<file path="config.mk">
export PLATFORM = sky130hd
export DESIGN_NAME = sst_useq
export DESIGN_NICKNAME = d
export VERILOG_FILES = /design/src/rtl/sst_pkg.sv /design/src/rtl/sst_useq.sv
export SDC_FILE = /design/constraint.sdc
export NUM_CORES = 1
export LEC_CHECK = 0
export ABC_AREA = 1
export ABC_CLOCK_PERIOD_IN_PS = 3350
export BUFFER_PORTS_ARGS = -buffer_cell sky130_fd_sc_hd__buf_2
export CORE_UTILIZATION = 55
export DETAILED_ROUTE_END_ITERATION = 7
export PLACE_DENSITY = 0.84
export SLEW_MARGIN = 20
export SYNTH_ARGS = -nofsm -noshare
export SYNTH_HDL_FRONTEND = slang
export SYNTH_SLANG_ARGS = --single-unit
</file>
<file path="constraint.sdc">
create_clock -name clk_i -period 3.35 [get_ports clk_i]
set_clock_uncertainty 0.05 [all_clocks]
set_input_delay 1.005 -clock clk_i [delete_from_list [all_inputs] [get_ports clk_i]]
set_output_delay 1.005 -clock clk_i [all_outputs]
set_load 0.01 [all_outputs]
</file>
<file path="src/rtl/sst_pkg.sv">
// sst_pkg: shared types, constants and the microprogram of the sparse set table.
// Used by sst_useq, sst_datapath and sparse_set_table. No dependencies.

package sst_pkg;

  // Default configuration and fixed field widths
  localparam int unsigned IdSpaceDef    = 1024;
  localparam int unsigned ValueWidthDef = 32;
  localparam int unsigned IdFieldW      = 16;
  localparam int unsigned ValFieldW     = 32;
  localparam int unsigned SizeW         = 11;
  localparam int unsigned UpcW          = 4;

  // Request opcodes
  typedef enum logic [1:0] {
    OP_SET = 2'd0,
    OP_GET = 2'd1,
    OP_DEL = 2'd2,
    OP_CLR = 2'd3
  } op_e;

  typedef struct packed {
    op_e                  op;
    logic [IdFieldW-1:0]  entity_id;
    logic [ValFieldW-1:0] value_in;
  } req_t;

  typedef struct packed {
    logic                 found;
    logic [ValFieldW-1:0] value_out;
    logic [SizeW-1:0]     size;
    logic                 out_of_range;
  } rsp_t;

  // Microprogram addresses
  typedef enum logic [UpcW-1:0] {
    U_INIT = 4'd0,
    U_IDLE = 4'd1,
    U_SLOT = 4'd2,
    U_HIT  = 4'd3,
    U_SET  = 4'd4,
    U_DEL1 = 4'd5,
    U_DEL2 = 4'd6,
    U_CLR  = 4'd7,
    U_DONE = 4'd8
  } upc_e;

  // Datapath action of one microword
  typedef enum logic [3:0] {
    ACT_NONE      = 4'd0,
    ACT_WIPE      = 4'd1,
    ACT_ACCEPT    = 4'd2,
    ACT_READ_SLOT = 4'd3,
    ACT_RESOLVE   = 4'd4,
    ACT_SET_WRITE = 4'd5,
    ACT_READ_LAST = 4'd6,
    ACT_MOVE_LAST = 4'd7,
    ACT_CLEAR     = 4'd8,
    ACT_EMIT      = 4'd9
  } act_e;

  // Sequencing mode of one microword
  typedef enum logic [2:0] {
    J_NEXT     = 3'd0,  // fall through
    J_GOTO     = 3'd1,  // unconditional jump to target
    J_WIPE     = 3'd2,  // hold until the sparse wipe is done
    J_WAIT_IN  = 3'd3,  // hold until a request arrives, then dispatch
    J_DISPATCH = 3'd4,  // branch on opcode and hit
    J_WAIT_OUT = 3'd5   // hold while the output register is blocked
  } jmp_e;

  typedef struct packed {
    logic in_ready;
    act_e act;
    jmp_e jmp;
    upc_e target;
  } ctrl_t;

  typedef struct packed {
    logic wipe_done;
    logic accept;
    logic req_clear;
    logic req_oor;
    op_e  op;
    logic hit;
    logic out_free;
  } stat_t;

  // Control store
  function automatic ctrl_t ucode_rom(input upc_e upc);
    ctrl_t w;
    unique case (upc)
      U_INIT: w = '{1'b0, ACT_WIPE,      J_WIPE,     U_IDLE};
      U_IDLE: w = '{1'b1, ACT_ACCEPT,    J_WAIT_IN,  U_SLOT};
      U_SLOT: w = '{1'b0, ACT_READ_SLOT, J_NEXT,     U_HIT};
      U_HIT:  w = '{1'b0, ACT_RESOLVE,   J_DISPATCH, U_DONE};
      U_SET:  w = '{1'b0, ACT_SET_WRITE, J_GOTO,     U_DONE};
      U_DEL1: w = '{1'b0, ACT_READ_LAST, J_NEXT,     U_DEL2};
      U_DEL2: w = '{1'b0, ACT_MOVE_LAST, J_GOTO,     U_DONE};
      U_CLR:  w = '{1'b0, ACT_CLEAR,     J_NEXT,     U_DONE};
      U_DONE: w = '{1'b0, ACT_EMIT,      J_WAIT_OUT, U_IDLE};
      default: w = '{1'b0, ACT_NONE,     J_GOTO,     U_IDLE};
    endcase
    return w;
  endfunction

endpackage

</file>
<file path="src/rtl/sst_useq.sv">
// sst_useq: microprogram counter and control store of the sparse set table.
// Depends on sst_pkg (ucode_rom, ctrl_t, stat_t).

module sst_useq (
  input  logic          clk_i,
  input  logic          rst_ni,
  input  sst_pkg::stat_t stat_i,
  output sst_pkg::ctrl_t ctrl_o
);
  import sst_pkg::*;

  upc_e  upc_q, upc_d;
  ctrl_t word;

  // Fetch the current microword
  assign word   = ucode_rom(upc_q);
  assign ctrl_o = word;

  // Next microprogram address
  always_comb begin
    upc_d = upc_q;
    unique case (word.jmp)
      J_NEXT: upc_d = upc_e'(upc_q + UpcW'(1));
      J_GOTO: upc_d = word.target;
      J_WIPE: begin
        if (stat_i.wipe_done) upc_d = word.target;
      end
      J_WAIT_IN: begin
        if (stat_i.accept) begin
          priority if (stat_i.req_clear) upc_d = U_CLR;
          else if (stat_i.req_oor)       upc_d = U_DONE;
          else                           upc_d = word.target;
        end
      end
      J_DISPATCH: begin
        unique case (stat_i.op)
          OP_SET:         upc_d = U_SET;
          OP_DEL:         upc_d = stat_i.hit ? U_DEL1 : U_DONE;
          OP_GET, OP_CLR: upc_d = word.target;
        endcase
      end
      J_WAIT_OUT: begin
        if (stat_i.out_free) upc_d = word.target;
      end
      default: upc_d = U_IDLE;
    endcase
  end

  // Program counter, starts in the wipe loop
  always_ff @(posedge clk_i or negedge rst_ni) begin
    if (!rst_ni) begin
      upc_q <= U_INIT;
    end else begin
      upc_q <= upc_d;
    end
  end

endmodule

</file>
After elaboration in Yosys (flattened, before gate mapping)
Memories as Yosys holds them, arrays and structs flattened.
Index checks and enable logic that the tools add are counted.
- $add $sub $neg: 1
- equality and inequality tests: 11
- multiplexer cells: 8
- reductions and logical operators: 4
- operators with widths (cell ; count):
    4-bit two-way mux ; 6
    4-bit one-hot mux with 6 select lines ; 1
    4-bit one-hot mux with 3 select lines ; 1
    3-bit by 2-bit == test with 1-bit output, second input constant ; 2
    3-bit == test, second input constant ; 2
    2-bit != test, second input constant ; 3
    4-bit by 1-bit adder with 4-bit output, second input constant ; 1
    2-bit == test, second input constant ; 2
    3-bit by 1-bit == test with 1-bit output, second input constant ; 1
    3-bit logical NOT ; 1
    3-bit AND reduction ; 1
    2-bit by 1-bit == test with 1-bit output, second input constant ; 1
    2-bit logical NOT ; 1
    2-bit OR reduction ; 1
- flip-flop bits (word level): 4
- ROM bits: 192
- logic and storage cells: 26
- memories: 1
- memories (name ; depth ; width ; read ports ; clocked after memory_dff ; write ports ; RTL line ; RTL):
    (no name shown) ; 16 ; 12 ; 1 ; 0 ; 0 ; sst_pkg.sv:92 ; unique case (upc)

Depth between registers and ports, before layout
Gate-level depths: netlist of run 1.
An unclocked memory read counts as a cell.
- word-level depth: 5
- depth in mapped cells: 14

Worst setup path before layout of run 1
Ideal clock, no wire load.
- path kind: register -> output
- start point: reg upc_q[1]
- end point: out ctrl_o[7] (netlist bit)
- data arrival time: 1.226 ns
- required time: 2.295 ns
- path slack: 1.069 ns
- stages on the path, launching flop included: 7
- buffers on the path: 0
- path through: dfrtp_1 inv_1 ha_1 nor2_1 nor2_1 o21ai_0 nand2_1
- RTL lines (item ; RTL line ; RTL):
    start, declared ; sst_useq.sv:12 ; upc_e upc_q, upc_d;
    start signal, assigned ; sst_useq.sv:54 ; upc_q <= upc_d;
    end, declared ; sst_useq.sv:8 ; output sst_pkg::ctrl_t ctrl_o

==> results.sh, run 1 <==
export IMPL_async_flop_share_pct=100.0
export IMPL_post_cts_resized=0
export IMPL_grt_max_degree=14
export IMPL_antenna_found_initial=0
export IMPL_ys_seq_area_share_pct=12.74
export IMPL_drv_cap=0
export IMPL_worst_slew_pin_slew_ns=0.5047
export IMPL_largest_reg_flops=4
export IMPL_cts_tree="yes"
export IMPL_core_um2=1318
export IMPL_cp_max_fo=9
export IMPL_wl_met1_um=796
export IMPL_p_per_area_nw_per_um2=1046
export IMPL_start_util_pct=59.64
export IMPL_cts_buffers=3
export IMPL_ant_nets=0
export IMPL_p_leak_nw=0.5472
export IMPL_wl_met3_um=78
export IMPL_ioPinCount=22
export IMPL_grt_util_all_layers_pct=26.03
export IMPL_ys_types=25
export IMPL_diodes=0
export IMPL_synth_cells=132
export IMPL_fp_dieW_um=39.80
export IMPL_relSlewSlack_pct=66.36
export IMPL_cts_root_buffer="clkbuf_4"
export IMPL_fin_tns_setup_ns=0
export IMPL_cts_max_path_buffers=2
export IMPL_cp_end_kind="output port"
export IMPL_hold_buffers=0
export IMPL_final_hold_violation_count=0
export IMPL_clk_pin_slew_ns=0.04
export IMPL_crit_path_start_kind="flop"
export IMPL_top_layer_used="met4"
export IMPL_syn2layout_area_growth_pct=16.24
export IMPL_wl_met2_um=916
export IMPL_hold_path_class="primary input to asynchronous set/reset pin"
export IMPL_gp_congestion=0.9110
export IMPL_gr_total_overflow=0
export IMPL_layout_common_cells="nand2_1, buf_2, inv_1"
export IMPL_dpl_worst_slack_ns=0.8120
export IMPL_wire_per_inst_um=10.70
export IMPL_worst_slack_ns=0.5666
export IMPL_synthTopCellsByArea="nand2_1, dfrtp_1, ha_1, inv_1, nor2_1"
export IMPL_synth_fp_nets=149
export IMPL_die_area_um2=1584
export IMPL_ys_warn_count=0
export IMPL_synth_top_area_cell="nand2_1"
export IMPL_vias=885
export IMPL_final_common_cell="nand2_1"
export IMPL_drc=0
export IMPL_min_period_ns=2.783
export IMPL_detail_route_vias_per_cell=5.237
export IMPL_synth_edf_count=0
export IMPL_dr_pass1_iters=4
export IMPL_worstSkewPairLatency_ns=0.23
export IMPL_rsz0062_at_grt="false"
export IMPL_critical_path_class="flop to output port"
export IMPL_synth_main_ff_cell="dfrtp_1"
export IMPL_drive_above_1_share_pct=29.22
export IMPL_wl_mm=1.809
export IMPL_fin_crit_sh_pct=83.09
export IMPL_synth_seq_cells=4
export IMPL_hpwl_mm=1.487
export IMPL_grt_pass1_vias=713
export IMPL_drt_iter0_markers=23
export IMPL_row_count=13
export IMPL_grt_pass1_wl_mm=2.842
export IMPL_nNetsFinal=173
export IMPL_rr_worst_depth=13
export IMPL_cts_sinks=4
export IMPL_slew_violations=0
export IMPL_synth_avg_cell_area_um2=5.953
export IMPL_cp_arrival_ns=1.73
export IMPL_syn_cell_area_um2=785.8
export IMPL_regMostFlops="upc_q"
export IMPL_nFillCells=124
export IMPL_worst_ep_required_time_ns=2.29
export IMPL_top_regs="upc_q x4"
export IMPL_h_tree_depth=1
export IMPL_irDropWorstVdd_mv=0.5818
export IMPL_setup_viol=0
export IMPL_outcome="completed"
export IMPL_fmax_mhz=359.3
export IMPL_synth_top_area_share_pct=18.15
export IMPL_die_y_um=39.80
export IMPL_io_buffers=21
export IMPL_post_cts_buffers=0
stage by stage:
stage,area (µm²),hold WS (ns),utilization (%),total power [mW],cells
after CTS,913.4,0.5197,69.33,0.9561,169
after global routing,913.4,0.5199,69.33,1.068,169
after floorplan,785.8,0.5036,-,0.7015,132
after detailed placement,890.9,0.5589,67.62,0.8951,166
after global placement,890.9,0.5586,67.62,0.8830,166
final,913.4,0.5198,69.33,0.9550,169
report_power, final:
part / total (mW) / switching, mW / leakage (nW) / internal, mW
sequential: 0.128 / 0.0562 / 0.0509 / 0.0715
combinational: 0.770 / 0.494 / 0.482 / 0.276
clock: 0.0574 / 0.0175 / 0.0138 / 0.0399
cell type report:
cell class	instances	area [µm²]	share of cell area [%]
clock buffer	3	22.52	2.466
tap	15	18.77	2.055
inverter	22	87.58	9.589
timing repair buffer	21	105.1	11.51
multi-input combinational	104	579.3	63.42
sequential	4	100.1	10.96
synthesized netlist by cell type (3+ instances only):
library cell / instances
o21ai_1: 6
ha_1: 7
dfrtp_1: 4
nor2_1: 17
nand3_1: 8
inv_2: 3
nor2_4: 3
nand2_1: 38
nand2_2: 4
inv_1: 18
o21ai_0: 6
worst paths after layout:
path	slack, ns	end	startpoint
min	0.52	upc_q[0]$_DFFE_PN0P_	rst_ni
max	0.57	ctrl_o[7]	upc_q[0]$_DFFE_PN0P_
min in group clk_i	0.57	upc_q[1]$_DFFE_PN0P_	upc_q[1]$_DFFE_PN0P_
min reg2reg	0.57	upc_q[1]$_DFFE_PN0P_	upc_q[1]$_DFFE_PN0P_
max in group asynchronous	2.61	upc_q[1]$_DFFE_PN0P_	rst_ni
max reg2reg	1.29	upc_q[3]$_DFFE_PN0P_	upc_q[2]$_DFFE_PN0P_
cell families (layout without fill, tap and decap cells):
| family | after synthesis | count (layout) | share of synthesized area [%] |
|---|---|---|---|
| DFF | 4 | 4 | 12.74 |
| xor gates and xnor gates | 1 | 1 | 1.115 |
| adders and majority gates | 7 | 7 | 11.15 |
| and+or+nand+nor | 79 | 79 | 48.88 |
| AOI/OAI and AO/OA | 17 | 17 | 12.58 |
| buffers and inverters | 24 | 46 | 13.53 |
worst max-delay path: stages (launching register included):
cell     delay, ns
dfrtp_1       0.50
inv_1         0.14
ha_1          0.28
nor2_1        0.14
nor2_1        0.09
o21ai_0       0.16
nand2_1       0.06
buf_2         0.13
metal layers:
metal  track usage, %  vias up
li1                 -      460
met1            33.67      393
met2            45.08       30
met3            3.409        2
met4            5.172        0
met5                0        -
Power figures use the tool's default switching activity.
==> inputs of run 2 (changes only) <==
--- a/config.mk
+++ b/config.mk
@@ -6,11 +6,11 @@
 export NUM_CORES = 1
 export LEC_CHECK = 0
 export ABC_AREA = 1
-export ABC_CLOCK_PERIOD_IN_PS = 3350
+export ABC_CLOCK_PERIOD_IN_PS = 2600
 export BUFFER_PORTS_ARGS = -buffer_cell sky130_fd_sc_hd__buf_2
-export CORE_UTILIZATION = 55
+export CORE_UTILIZATION = 51
 export DETAILED_ROUTE_END_ITERATION = 7
-export PLACE_DENSITY = 0.84
+export PLACE_DENSITY = 0.78
 export SLEW_MARGIN = 20
 export SYNTH_ARGS = -nofsm -noshare
 export SYNTH_HDL_FRONTEND = slang
==> constraint.sdc (replaced) <==
create_clock -name clk_i -period 2.6 [get_ports clk_i]
set_clock_uncertainty 0.05 [all_clocks]
set_input_delay 0.78 -clock clk_i [delete_from_list [all_inputs] [get_ports clk_i]]
set_output_delay 0.78 -clock clk_i [all_outputs]
set_load 0.01 [all_outputs]
==> run 2 against run 1 <==
Wire length increased by 1.1%. Die area is 7.4% higher. Clock power is 25% higher. Design area rose by 1.2%. Power rose by 30%. Global-route usage down 0.47 points. Count of clock-buffer cells in the layout is the same. Register-to-register slack worse by 0.66 ns. Setup slack lost 0.43 ns. Sequential share of layout area hardly changed. Critical path depth unchanged. Sequential power increased by 20%. Largest cell class unchanged. Largest power group unchanged.
==> results.sh, run 2 (synthesis gave the netlist of run 1 again) <==
export IMPL_outcome="completed"
export IMPL_largest_reg_flops=4
export IMPL_crit_path_start_kind="flop"
export IMPL_fmax_mhz=405.6
export IMPL_rsz0062_at_grt="false"
export IMPL_dr_pass1_iters=4
export IMPL_grt_util_all_layers_pct=25.56
export IMPL_rr_worst_depth=13
export IMPL_drt_iter0_markers=21
export IMPL_antenna_found_initial=0
export IMPL_cts_buffers=3
export IMPL_syn2layout_area_growth_pct=17.68
export IMPL_final_hold_violation_count=0
export IMPL_min_period_ns=2.465
export IMPL_core_um2=1366
export IMPL_grt_pass1_wl_mm=2.829
export IMPL_drive_above_1_share_pct=30.97
export IMPL_p_leak_nw=0.5500
export IMPL_grt_max_degree=13
export IMPL_wl_mm=1.828
export IMPL_regMostFlops="upc_q"
export IMPL_cts_max_path_buffers=2
export IMPL_wire_per_inst_um=10.75
export IMPL_worstSkewPairLatency_ns=0.22
export IMPL_slew_violations=0
export IMPL_detail_route_vias_per_cell=5.065
export IMPL_row_count=13
export IMPL_fin_area_um2=924.6
export IMPL_p_per_area_nw_per_um2=1345
export IMPL_clk_pin_slew_ns=0.04
export IMPL_die_area_um2=1702
export IMPL_irDropWorstVdd_mv=0.8537
export IMPL_cts_root_buffer="clkbuf_4"
export IMPL_multi_input_area_um2=581.8
export IMPL_top_regs="upc_q x4"
export IMPL_crit_end="ctrl_o[6]"
export IMPL_ioPinCount=22
export IMPL_hold_path_class="primary input to asynchronous set/reset pin"
export IMPL_hpwl_mm=1.554
export IMPL_nFillCells=142
export IMPL_drv_cap=0
export IMPL_critical_path_class="flop to output port"
export IMPL_drc=0
export IMPL_r2r_end="upc_q[0]$_DFFE_PN0P_"
export IMPL_setup_viol=0
export IMPL_cp_startpoint="upc_q[1]$_DFFE_PN0P_"
export IMPL_final_common_cell="nand2_1"
export IMPL_cp_arrival_ns=1.64
export IMPL_diodes=0
export IMPL_final_util_pct=67.67
export IMPL_ant_nets=0
export IMPL_fin_tns_setup_ns=0
export IMPL_cp_end_kind="output port"
export IMPL_r2r_setup_slack_ns=0.63
export IMPL_worst_slack_ns=0.1345
export IMPL_post_cts_buffers=0
export IMPL_start_util_pct=57.51
export IMPL_h_tree_depth=1
export IMPL_fin_crit_sh_pct=94.83
export IMPL_seqCellArea_um2=101.3
export IMPL_dpl_worst_slack_ns=0.3417
export IMPL_crit_reg2reg_launch="upc_q[1]$_DFFE_PN0P_"
export IMPL_grt_pass1_vias=707
export IMPL_worst_slew_pin_slew_ns=0.5252
export IMPL_gr_total_overflow=0
export IMPL_placed_area_um2=898.4
export IMPL_gp_congestion=0.9234
export IMPL_io_buffers=21
export IMPL_cp_max_fo=7
export IMPL_vias=861
export IMPL_nNetsFinal=174
export IMPL_cts_sinks=4
export IMPL_cts_tree="yes"
export IMPL_relSlewSlack_pct=64.99
export IMPL_fp_dieW_um=41.25
export IMPL_worst_ep_required_time_ns=1.77
export IMPL_die_y_um=41.25
export IMPL_layout_common_cells="nand2_1, buf_2, inv_1"
## run 2: how the worst min path moves through the flow
stage | start | endpoint | depth (start not counted)
final | rst_ni | upc_q[1]$_DFFE_PN0P_ | 1
after global routing | rst_ni | upc_q[2]$_DFFE_PN0P_ | 1
after detailed placement | rst_ni | upc_q[1]$_DFFE_PN0P_ | 1
after floorplan | rst_ni | upc_q[0]$_DFFE_PN0P_ | 0
after global placement | rst_ni | upc_q[2]$_DFFE_PN0P_ | 1
after CTS | rst_ni | upc_q[1]$_DFFE_PN0P_ | 1
## run 2: area by class of cell
| type | instances | share of cell area, % |
|---|---|---|
| Multi-Input combinational cell | 104 | 62.92 |
| Sequential cell | 4 | 10.96 |
| Timing Repair Buffer | 22 | 12.18 |
| Inverter | 22 | 9.472 |
| Clock buffer | 3 | 2.436 |
| Tap cell | 15 | 2.030 |
## run 2: what timing repair did
item,4_1_cts,5_1_grt
hold buffers,0,0
hold endpoints to repair,0,0
setup endpoints to repair,0,2
resized for setup,0,2
## run 2: worst max-delay path, stage by stage, from the launching register on
cell	delay (ns)
dfrtp_1	0.46
ha_1	0.26
ha_1	0.17
inv_1	0.05
nor2_1	0.15
inv_1	0.09
nand2_4	0.09
buf_2	0.14
## run 2: routing by layer
layer	part of all wire (%)	vias to the layer above	track usage, %
li1	-	462	-
met1	45	365	31.49
met3	4.9	2	4.348
met4	0.93	0	10.48
met2	49	32	43.36
met5	0	-	0
## run 2: where the power goes
group          switching, mW  internal, mW  total (mW)
Sequential            0.0601        0.0941       0.154
Combinational          0.654         0.365        1.02
Clock                 0.0203        0.0513      0.0716
## run 2: per-stage QoR
| stage | total power [mW] | hold slack (ns) | instances |
|---|---|---|---|
| 2_1_floorplan | 0.9038 | 0.4344 | 132 |
| 3_3_place_gp | 1.152 | 0.5331 | 167 |
| 3_5_place_dp | 1.169 | 0.5341 | 167 |
| 4_1_cts | 1.245 | 0.2938 | 170 |
| 5_1_grt | 1.388 | 0.3019 | 170 |
| 6_report | 1.244 | 0.2996 | 170 |
==> inputs of run 3 (changes only) <==
--- a/config.mk
+++ b/config.mk
@@ -10,6 +10,8 @@
 export BUFFER_PORTS_ARGS = -buffer_cell sky130_fd_sc_hd__buf_2
 export CORE_UTILIZATION = 51
 export DETAILED_ROUTE_END_ITERATION = 7
+export GPL_TIMING_DRIVEN = 0
+export MAX_ROUTING_LAYER = met4
 export PLACE_DENSITY = 0.78
 export SLEW_MARGIN = 20
 export SYNTH_ARGS = -nofsm -noshare
==> run 3 against run 2 <==
Global-route usage increased by 0.33 points. Design area increased by 1.5%. Worst hold slack got worse by 0.0055 ns. Sequential power decreased by 9.7%. Setup slack improved by 0.013 ns. Count of clock-buffer cells in the layout unchanged. Power increased by 2.1%. Die area unchanged. First-iteration DRC count decreased by 33%. Register-to-register slack improved by 0.02 ns. Clock power increased by 3.6%. Flip-flop and latch count unchanged. Largest cell class unchanged.
==> results.sh, run 3 (synthesis gave the netlist of run 1 again) <==
export IMPL_post_cts_buffers=0
export IMPL_rr_worst_depth=13
export IMPL_ant_nets=0
export IMPL_crit_reg2reg_launch="upc_q[1]$_DFFE_PN0P_"
export IMPL_io_buffers=21
export IMPL_grt_max_degree=11
export IMPL_critPathSlowestCell="dfrtp_1"
export IMPL_worst_slew_pin_slew_ns=0.2453
export IMPL_cts_tree="yes"
export IMPL_worst_path_stages=7
export IMPL_hold_path_class="primary input to asynchronous set/reset pin"
export IMPL_final_hold_violation_count=0
export IMPL_drive_above_1_share_pct=32.05
export IMPL_hpwl_mm=1.532
export IMPL_final_util_pct=68.68
export IMPL_crit_chain="ha_1 > ha_1 > inv_1 > nor2_1 > inv_1 > nand2_4 > buf_2"
export IMPL_fin_tns_setup_ns=0
export IMPL_critical_path_class="flop to output port"
export IMPL_final_instance_count_excl_fill=171
export IMPL_largest_reg_flops=4
export IMPL_detail_route_vias_per_cell=5.047
export IMPL_hold_buffers=0
export IMPL_slew_violations=0
export IMPL_p_per_area_nw_per_um2=1353
export IMPL_cp_end_kind="output port"
export IMPL_drc=0
export IMPL_relSlewSlack_pct=83.65
export IMPL_h_tree_depth=1
export IMPL_rsz0062_at_grt="false"
export IMPL_seqCellArea_um2=101.3
export IMPL_wire_per_inst_um=10.84
export IMPL_drv_cap=0
export IMPL_cts_max_path_buffers=2
export IMPL_cp_startpoint="upc_q[1]$_DFFE_PN0P_"
export IMPL_row_count=13
export IMPL_top_regs="upc_q x4"
export IMPL_regMostFlops="upc_q"
export IMPL_crit_family="flip-flops"
export IMPL_start_util_pct=57.51
export IMPL_cts_root_buffer="clkbuf_4"
export IMPL_worstSkewPairLatency_ns=0.23
export IMPL_crit_path_start_kind="flop"
export IMPL_layout_common_cells="nand2_1, buf_2, inv_1"
export IMPL_grt_pass1_wl_mm=2.829
export IMPL_wl_mm=1.853
export IMPL_vias=863
export IMPL_outcome="completed"
export IMPL_crit_buf_inv=3
export IMPL_diodes=0
export IMPL_fmax_mhz=407.8
export IMPL_cts_sinks=4
export IMPL_final_common_cell="nand2_1"
export IMPL_min_period_ns=2.452
export IMPL_setup_viol=0
export IMPL_r2r_end="upc_q[3]$_DFFE_PN0P_"
export IMPL_irDropWorstVdd_mv=0.8500
export IMPL_grt_pass1_vias=706
export IMPL_finalPower_mw=1.270
export IMPL_cts_buffers=3
export IMPL_nNetsFinal=175
export IMPL_clk_pin_slew_ns=0.04
export IMPL_ioPinCount=22
export IMPL_multi_input_area_um2=584.3
export IMPL_worst_ep_required_time_ns=1.77
export IMPL_r2r_setup_slack_ns=0.65
export IMPL_drt_iter0_markers=14
export IMPL_crit_end="ctrl_o[6]"
export IMPL_die_y_um=41.25
export IMPL_cp_arrival_ns=1.62
export IMPL_dpl_cell_count=168
export IMPL_cp_max_fo=7
export IMPL_gp_congestion=0.9247
export IMPL_fin_crit_sh_pct=94.32
export IMPL_p_leak_nw=0.5559
export IMPL_gr_total_overflow=0
export IMPL_fp_dieW_um=41.25
export IMPL_core_um2=1366
export IMPL_nFillCells=133
export IMPL_die_area_um2=1702
export IMPL_dr_pass1_iters=4
export IMPL_syn2layout_area_growth_pct=19.43
export IMPL_max_stage_delay_ns=0.46
export IMPL_antenna_found_initial=0
export IMPL_grt_util_all_layers_pct=25.89
-- run 3: cell types whose count changed in the layout (fill, tap and decap cells not counted) --
cell | previous run | this run
nor2_1 | 17 | 16
buf_6 | 0 | 1
nor2_2 | 2 | 3
-- run 3: how the worst min path moves through the flow --
stage | slack [ns] | depth (start not counted) | end
floorplan | 0.43 | 0 | upc_q[0]$_DFFE_PN0P_
global placement | 0.54 | 1 | upc_q[0]$_DFFE_PN0P_
detailed placement | 0.54 | 1 | upc_q[0]$_DFFE_PN0P_
CTS | 0.29 | 1 | upc_q[3]$_DFFE_PN0P_
global route | 0.29 | 1 | upc_q[3]$_DFFE_PN0P_
finish | 0.29 | 1 | upc_q[3]$_DFFE_PN0P_
-- run 3: through the flow --
stage | instance area, µm² | hold slack, ns | worst slack, ns
2_1_floorplan | 785.8 | 0.4344 | 0.5436
3_3_place_gp | 909.6 | 0.5366 | 0.3373
3_5_place_dp | 909.6 | 0.5379 | 0.3131
4_1_cts | 932.1 | 0.2894 | 0.06560
5_1_grt | 938.4 | 0.2900 | 0.006475
6_report | 938.4 | 0.2941 | 0.1476
-- run 3: area by class of cell --
class | count | share of cell area (%)
buffer | 2 | 2.000
clock buffer | 3 | 2.400
inverter | 22 | 9.333
multi-input combinational | 104 | 62.27
sequential | 4 | 10.80
tap | 15 | 2.000
timing repair buffer | 21 | 11.20
-- run 3: layer usage --
| layer | up-vias | GRT usage [%] | wire (µm) |
|---|---|---|---|
| met1 | 384 | 31.39 | 881 |
| li1 | 462 | - | - |
| met5 | - | - | 0 |
| met4 | 0 | 2.419 | 0 |
| met3 | 0 | 3.261 | 54 |
| met2 | 17 | 46.88 | 918 |
-- run 3: timing repair --
| action | CTS | global route |
|---|---|---|
| resized for setup | 0 | 3 |
| endpoints found under the hold margin | 0 | 0 |
| endpoints found under the setup margin | 0 | 2 |
-- run 3: power breakdown --
group / total [mW] / switching (mW) / internal [mW]
combinational: 1.06 / 0.681 / 0.375
clock: 0.0742 / 0.0228 / 0.0514
sequential: 0.139 / 0.0448 / 0.0946
